### src/rtl/rmq_pkg.sv
package rmq_pkg;
  localparam int FRAC_BITS = 14;
  localparam int CFG_W = 14;
  localparam int ELEM_W = 16;
  localparam int QUAT_W = 16;

  typedef enum logic [1:0] {
    BR_TRACE = 2'd0,
    BR_M11   = 2'd1,
    BR_M22   = 2'd2,
    BR_M33   = 2'd3
  } branch_t;

  // values in the front to back queue
  typedef struct packed {
    logic [1:0]         branch;
    logic               fault;
    logic signed [19:0] rad;
    logic signed [17:0] n0;
    logic signed [17:0] n1;
    logic signed [17:0] n2;
  } job_t;
endpackage

### src/rtl/rmq_queue.sv
module rmq_queue
  import rmq_pkg::*;
(
  input  logic clk,
  input  logic rst_n,
  input  logic in_vld,
  input  job_t in_job,
  output logic out_vld_r,
  output job_t out_job_r
);
  // single-entry queue stage between front and back
  always_ff @(posedge clk) begin
    if (!rst_n) begin
      out_vld_r <= 1'b0;
    end else begin
      out_vld_r <= in_vld;
    end
    if (in_vld) begin
      out_job_r <= in_job;
    end
  end
endmodule

### config.mk
export PLATFORM = sky130hd
export DESIGN_NAME = rmq_queue
export DESIGN_NICKNAME = d
export VERILOG_FILES = /design/src/rtl/rmq_pkg.sv /design/src/rtl/rmq_queue.sv
export SDC_FILE = /design/constraint.sdc
export NUM_CORES = 1
export LEC_CHECK = 0
export ABC_AREA = 1
export BUFFER_PORTS_ARGS = -buffer_cell sky130_fd_sc_hd__buf_4
export CORE_MARGIN = 1.5
export CORE_UTILIZATION = 30
export CTS_BUF_LIST = sky130_fd_sc_hd__clkbuf_4 sky130_fd_sc_hd__clkbuf_8
export DETAILED_ROUTE_END_ITERATION = 7
export GPL_TIMING_DRIVEN = 0
export HOLD_SLACK_MARGIN = 0.05
export SYNTH_ARGS = -nofsm -noshare
export SYNTH_HDL_FRONTEND = slang
export SYNTH_SLANG_ARGS = --single-unit
export TNS_END_PERCENT = 30
### constraint.sdc
create_clock -name clk -period 1.4 [get_ports clk]
set_clock_uncertainty 0.15 [all_clocks]
set_input_delay 0 -clock clk [delete_from_list [all_inputs] [get_ports clk]]
set_output_delay 0 -clock clk [all_outputs]
set_load 0.02 [all_outputs]
==> results.toml <==
[hold_path]
hold_depth = 3
hp-class = "in -> reg"
hold_end = "out_vld_r"
min_from = "in_vld"

[worst_setup_path]
crit_path_end_kind = "output port"
critPathMaxStageDelay_ps = 380
worstSetupPathType = "reg -> out"
start_kind = "register"
worst_ep_required_time_ps = 1250
cp_num_buf_inv = 1
critical_path_arrival_ps = 890
cp_max_fo = 1
cp_cell_sequence = "buf_4"
critical-path-top-delay-family = "flip-flops"
cpMaxStageDelayCell = "edfxtp_1"

[clock_tree]
cts_num_sinks = 78
cts_buffers = 9
clk_pin_slew_ps = 80
h-tree-depth = 3
ctsResizeCount = 0
clockBufferDepth = 2
clockRootBuffer = "clkbuf_8"
cts_tree = "built"

[yosys]
synth_ff_type = "edfxtp_1"
yosysUniqueCellTypes = 4
synth_commonest_cells = "77 x edfxtp_1, 1 x dfxtp_1, 1 x inv_1, 1 x nand2_1"
async_flop_share_pct = 0
synth-edff-count = 77
synth_top_cell_area_share_pct = 98.82
synth_nets = 160
ys_warn_count = 0
synth-seq-area-share_pct = 99.68
synth_area_leaders = "edfxtp_1 99%, dfxtp_1 0.86%, inv_1 0.16%, nand2_1 0.16%"
synthCells = 80
avgSynthCellArea_sq_um = 29.25
ys_ff_latch = 78
post-synth-top-count-cell = "edfxtp_1"
synth_area_sq_mm = 0.002340
synth_top_area_cell = "edfxtp_1"

[die]
coreArea_sq_mm = 0.007647
rows = 32
dieArea_sq_mm = 0.008338
fp.dieW_microns = 91.31
ios = 158
die_h_microns = 91.31
start_util_pct = 30.60

[route]
firstDrtPassIters = 4
ant_nets = 0
drc = 0
vias = 1719
drtIter0Drc = 70
wl_per_cell_microns = 13.51
routed_via_density = 3.979
wl_microns = 5838

[place]
globalplace.congestion = 0.6866
dpl-instance-area_sq_mm = 0.003646
hpwlAfterDp_microns = 3612
dpl.cell_count = 339
place_ws_ps = 106.3
port_buffers = 157

[timing]
worstMarginPinSlew_ps = 945.9
hold_violations = 0
period_minus_slack_ps = 1043
max_slew_margin_pct = 36.94
rsz0062_at_grt = "false"
setup_viol = 0
hold_ws_ps = 139.0
tns_ps = 0
maxSlewViolCount = 0
setup_ws_ps = 357.2
timing.fmax_ghz = 0.9589
fin_crit_sh_pct = 74.49

[run_status]
status = "finished clean"

[grt]
grtUsageTotal_pct = 14.72
grt_max_degree = 79
gr-total-overflow = 0
grt_pass1_wl_microns = 9142
antenna_found_initial = 0
grt_pass1_vias = 1922

[layout]
fin_area_sq_mm = 0.004662
syn_to_final_growth_pct = 99.25
nFillCells = 576
nets = 406
instances_no_fill = 432
num_antenna_cells = 0
postLayoutCoreUtil_pct = 60.96
drive_above_1_share_pct = 52.12

[power_and_ir_drop]
vdd_drop_max_v = 0.0005604
pwr_density_cell_mw_per_mm2 = 1215
leakage_nw = 1.968
p_total_mw = 5.664

[flow_run]
maxCapViolCount = 0
==> state kept, by name, indices dropped and copies added, names as in the netlist <==
| register | cells |
|---|---|
| out_vld_r | 1 |
| out_job_r | 77 |
==> power by group <==
group          internal [mW]  leakage, nW  switching (mW)
registers               2.77        0.762          0.0509
logic                  0.490         1.09           0.407
clock network           1.17        0.115           0.773
total                   4.43         1.97            1.23
==> worst max path at each step <==
stage | from | endpoint | slack [ps] | cells past startpoint
5_1_grt | out_job_r[34] | out_job_r[34] | 310 | 1
3_3_place_gp | in_vld | out_job_r[72] | 120 | 1
4_1_cts | out_job_r[20] | out_job_r[20] | 330 | 1
2_1_floorplan | out_job_r[0] | out_job_r[0] | 800 | 0
3_5_place_dp | in_vld | out_job_r[63] | 110 | 1
6_report | out_job_r[26] | out_job_r[26] | 360 | 1
==> layer usage <==
layer	track usage (%)	up-vias	part of all wire (%)
li1	-	811	-
met1	13.99	808	34
met2	28.17	85	57
met3	4.606	15	6.6
met4	7.031	0	2.1
met5	0	-	0
==> layout by cell type (no fill, tap or decap) <==
master and count:
buf_4 157, dlygate4sd3_1 78, edfxtp_1 77, clkbuf_8 9, bufinv_16 3, nand2_1 1
inv_1 1, clkinv_2 1, clkinvlp_4 1, clkinv_4 1, dfxtp_1 1
==> final cells by class <==
class                   count  area (sq um)  share of cell area [%]
clock buffers               9         123.9                   2.657
flip-flops and latches     78          2332                   50.03
multi-input cells           1         3.754                 0.08052
repair buffers            235          1959                   42.03
clock inverters             6         111.4                   2.389
inverters                   1         3.754                 0.08052
well taps                 102         127.6                   2.738
==> timing repair <==
| item | 4_1_cts | 5_1_grt |
|---|---|---|
| endpoints found under the setup margin | 0 | 0 |
| endpoints found under the hold margin | 78 | 0 |
| setup buffers | 0 | 0 |
| hold buffers | 78 | 0 |
==> cell families after synthesis <==
family | synth area share [%]
buf+inv | 0.1603
simple gates | 0.1603
flops | 99.68
(Power assumes the default switching activity.)
