==> src/rtl/rmq_pkg.sv <==
package rmq_pkg;
  localparam int FRAC_BITS = 14;
  localparam int CFG_W = 14;
  localparam int ELEM_W = 16;
  localparam int QUAT_W = 16;

  typedef enum logic [1:0] {
    BR_TRACE = 2'd0,
    BR_M11   = 2'd1,
    BR_M22   = 2'd2,
    BR_M33   = 2'd3
  } branch_t;

  // values in the front to back queue
  typedef struct packed {
    logic [1:0]         branch;
    logic               fault;
    logic signed [19:0] rad;
    logic signed [17:0] n0;
    logic signed [17:0] n1;
    logic signed [17:0] n2;
  } job_t;
endpackage

==> src/rtl/rmq_front.sv <==
module rmq_front
  import rmq_pkg::*;
(
  input  logic                     clk,
  input  logic                     rst_n,
  input  logic                     vld,
  input  logic [CFG_W-1:0]         thr,
  input  logic signed [ELEM_W-1:0] m11, m12, m13, m21, m22, m23, m31, m32, m33,
  output logic                     job_vld_r,
  output job_t                     job_r
);
  localparam logic signed [19:0] ONE = 20'sd1 <<< FRAC_BITS;

  logic signed [19:0] a11, a22, a33, t;
  job_t job_nxt;

  assign a11 = 20'(m11);
  assign a22 = 20'(m22);
  assign a33 = 20'(m33);
  assign t = a11 + a22 + a33 + ONE;

  // pick the branch and its radicand and numerators
  always_comb begin
    job_nxt = '0;
    if (t > $signed({6'd0, thr})) begin
      job_nxt.branch = BR_TRACE;
      job_nxt.rad = t;
      job_nxt.n0 = 18'(m32) - 18'(m23);
      job_nxt.n1 = 18'(m13) - 18'(m31);
      job_nxt.n2 = 18'(m21) - 18'(m12);
    end else if (a11 > a22 && a11 > a33) begin
      job_nxt.branch = BR_M11;
      job_nxt.rad = ONE + a11 - a22 - a33;
      job_nxt.n0 = 18'(m32) - 18'(m23);
      job_nxt.n1 = 18'(m12) + 18'(m21);
      job_nxt.n2 = 18'(m13) + 18'(m31);
    end else if (a22 > a33) begin
      job_nxt.branch = BR_M22;
      job_nxt.rad = ONE + a22 - a11 - a33;
      job_nxt.n0 = 18'(m13) - 18'(m31);
      job_nxt.n1 = 18'(m12) + 18'(m21);
      job_nxt.n2 = 18'(m23) + 18'(m32);
    end else begin
      job_nxt.branch = BR_M33;
      job_nxt.rad = ONE + a33 - a11 - a22;
      job_nxt.n0 = 18'(m21) - 18'(m12);
      job_nxt.n1 = 18'(m13) + 18'(m31);
      job_nxt.n2 = 18'(m23) + 18'(m32);
    end
    job_nxt.fault = (job_nxt.rad <= 20'sd0);
  end

  always_ff @(posedge clk) begin
    if (!rst_n) begin
      job_vld_r <= 1'b0;
    end else begin
      job_vld_r <= vld;
    end
    job_r <= job_nxt;
  end
endmodule

==> config.mk <==
export PLATFORM = sky130hd
export DESIGN_NAME = rmq_front
export DESIGN_NICKNAME = d
export VERILOG_FILES = /design/src/rtl/rmq_pkg.sv /design/src/rtl/rmq_front.sv
export SDC_FILE = /design/constraint.sdc
export NUM_CORES = 1
export LEC_CHECK = 0
export ABC_AREA = 1
export BUFFER_PORTS_ARGS = -buffer_cell sky130_fd_sc_hd__buf_2
export CAP_MARGIN = 0
export CORE_MARGIN = 2
export CORE_UTILIZATION = 55
export DETAILED_ROUTE_END_ITERATION = 8
export PLACE_DENSITY = 0.79
export SETUP_SLACK_MARGIN = 0.3
export SLEW_MARGIN = 20
export SYNTH_ARGS = -nofsm -noshare
export SYNTH_HDL_FRONTEND = slang
export SYNTH_SLANG_ARGS = --single-unit
==> constraint.sdc <==
create_clock -name clk -period 5.6 [get_ports clk]
set_clock_uncertainty 0.2 [all_clocks]
set_input_delay 1.12 -clock clk [delete_from_list [all_inputs] [get_ports clk]]
set_output_delay 1.12 -clock clk [all_outputs]
set_load 0.01 [all_outputs]
==> impl_results.md <==
- Share of Yosys cell area claimed by the top area cell type: 26.35%
- Final cell count without fillers: 2904
- Top post-synthesis cells by area: sky130_fd_sc_hd__ha_1, sky130_fd_sc_hd__nand2_1, sky130_fd_sc_hd__dfxtp_1, sky130_fd_sc_hd__fa_1, sky130_fd_sc_hd__inv_1
- Buffer depth of the longest clock path: 2
- Most frequently used flop master after synthesis: sky130_fd_sc_hd__dfxtp_1
- Cell count after synthesis: 2280
- Pin count of the biggest net entering global routing: 50
- Number of distinct library cells after synthesis: 54
- Register clock-pin slew on the reported worst setup and hold paths: 0.06 ns
- Core ar.: 0.02786 sq mm
- Multi-input logic area: 0.01270 sq mm
- Layout cell share with drive strength beyond 1: 14.65%
- Post-detailed-routing wire length: 52080 microns
- Cell accounting for the most synthesized area: sky130_fd_sc_hd__ha_1
- Post-synthesis register bit count: 74
- Die height: 172.3 microns
- Gp weighted congestion: 0.9940
- Min cycle time layout: 5.140 ns
- Power density over the cells: 307.8 mW/mm^2
- Max Transition Viols Final: 0
- Detailed placement HPWL: 44510 microns
- Worst Setup Start Kind: primary input
- Total number of vias: 15970
- Maximum level of the CTS H-tree: 3
- Hold slack: 0.7613 ns
- List of most frequent post-synthesis cells: sky130_fd_sc_hd__nand2_1, sky130_fd_sc_hd__inv_1, sky130_fd_sc_hd__ha_1
- CP bufs+invs: 3
- RSZ-0062 raised after global routing: no
- Highest ir drop seen on vdd: 0.2957 mV
- Leak pwr: 10.12 nW
- Buffer cell driving the clock tree root: sky130_fd_sc_hd__clkbuf_16
- Crit path required time: 5.69 ns
- Mapped cell area: 0.01558 sq mm
- Count of endpoints failing setup in the final report: 0
- Vias in the first global route: 15220
- Most used cell along the critical path: sky130_fd_sc_hd__nand2_1
- Horizontal die dimension: 172.3 microns
- Max-capacitance violation count: 0
- Clock Sink Count: 74
- First drt pass iteration count: 6
- Post-Layout Inst Area: 0.01791 sq mm
- Type of destination of the critical path: register
- Antenna violations before repair: 2
- Synth-to-layout area growth: 15.00%
- Cells along the critical path: buf_2, fa_1, ha_1, ha_2, or2_0, nand3b_1, nand2_2, buf_6, a31oi_4, xnor2_2, ha_1, and3_1, nand4_1, nor2_2, nand3_4, nand3_2, buf_12, nand2_1, nand2_1, nand2_1, nor2_1, nand3_1, nand2_1
- Portion of the clock cycle consumed by the worst path in the final layout: 91.78%
- Total CTS buffers: 9
- Cell count after placement: 2878
- Net count after synthesis: 2843
- Ratio of routed vias to standard cells: 5.501
- Pre-CTS WS: -0.05326 ns
- Post-synthesis sequential area ratio: 9.510%
- Antenna violation net count after detailed routing: 0
- Number of DRC violations after detailed-routing iteration 0: 1591
- Global route total overflow: 0
- Share of async-settable or async-resettable flops after synthesis: 0%
- Initial cell density of the core: 55.92%
- Dpl cell area: 0.01727 sq mm
- Die footprint: 0.02969 sq mm
- Synthesized area per cell: 6.832 sq um
- Total I/O pin count: 239
- Outcome: finished clean
- Number of flops mapped to enable cells by yosys: 0
- Storage cell area: 0.001481 sq mm
- CP Data Arrival Time: 5.23 ns
- Worst min-delay path category: primary input to register
- Overall fraction of global-route tracks in use: 34.27%
- Cell with the most instances after synthesis: sky130_fd_sc_hd__nand2_1
- Overall power: 5.514 mW
- Largest stage delay on the critical path: 0.68 ns
- Global-route wire length before repair: 78890 microns
- CTS tree: yes
- Peak clock frequency supported by timing: 0.1946 GHz
- Routed wirelength normalized by instance count: 17.93 microns
- Number of remaining DRC errors: 0
- Largest driver fanout on the critical path: 25
- Port buffer count: 238
- Number of warning messages in the yosys log: 0
- Least setup slack across all paths after layout: 0.4603 ns
- CP top delay family: simple AND/OR/NAND/NOR gates
- Number of hold-slack violations in the final timing report: 0
- Number of inserted filler cells in the final layout: 2579
- Slowest cell on the critical path: sky130_fd_sc_hd__fa_1
- Relative slew slack: 38.67%
- Type of the worst setup path: primary input to register
- Number of rows created at floorplan: 61
- Layout net count: 3083
- Transition at the pin with the smallest max-transition slack: 0.9115 ns
[report_power, final]
part | internal, mW | switching, mW
clock | 0.372 | 0.238
sequential | 0.800 | 0.158
combinational | 1.44 | 2.50
[what timing repair did]
item,4_1_cts,5_1_grt
gates resized for setup,1,53
setup buffers,0,6
pin swaps,0,31
endpoints found under the hold margin,0,0
hold buffers,0,0
gates cloned,0,3
setup endpoints to repair,4,55
[kinds of logic (layout without fill, tap and decap cells)]
kind of cell	after synthesis	after routing	synth area share (%)
AO/OA/AOI/OAI	384	384	13.86
XOR/XNOR	107	107	6.016
adder cells (fa/ha/maj)	402	402	35.86
buffers and inverters	414	658	10.47
flip-flops	74	74	9.510
multiplexers	2	2	0.1285
other	0	1	0
AND/OR/NAND/NOR	897	898	24.16
[layout by cell type (no fill, tap or decap), drive strengths merged, types with 94 or more instances in the layout]
cell type    n
nand2      552
nor2       154
o21ai      109
nand3      113
ha         328
xor2        94
a21oi      176
buf        278
inv        363
[area by class of cell]
cell class	instances	share of cell area, %
multi-input cells	1793	70.89
repair buffers	280	8.871
flip-flops and latches	74	8.270
inverters	362	7.599
well taps	378	2.640
clock buffers	13	1.453
clock inverters	3	0.2584
diodes	1	0.01397
[worst paths after layout]
path | startpoint | to | cells after the start
worst min-delay path | vld | job_vld_r | 3
worst max-delay path | m11[5] | job_r[74] | 23
[worst min-delay path: stages]
cell	delay, ns
sky130_fd_sc_hd__buf_2	0.08
sky130_fd_sc_hd__nand2_1	0.04
sky130_fd_sc_hd__inv_1	0.04
[per-stage QoR]
stage / setup TNS [ns] / utilization [%]
finish: 0 / 64.30
global route: 0 / 64.29
CTS: 0 / 63.09
detailed placement: -0.1859 / 61.98
global placement: 0 / 61.98
floorplan: 0 / -
[metal layers]
metal / vias to the layer above / part of all wire (%) / track usage [%]
met5: - / 0.029 / 0
met4: 2 / 2.2 / 7.052
met3: 92 / 11 / 8.377
met2: 765 / 42 / 52.26
met1: 7339 / 45 / 48.98
li1: 7776 / - / -
[registers in the layout, summed over array words and instances, names as in the netlist]
name and cells:
job_vld_r 1, job_r 73
(Power assumes the default switching activity.)
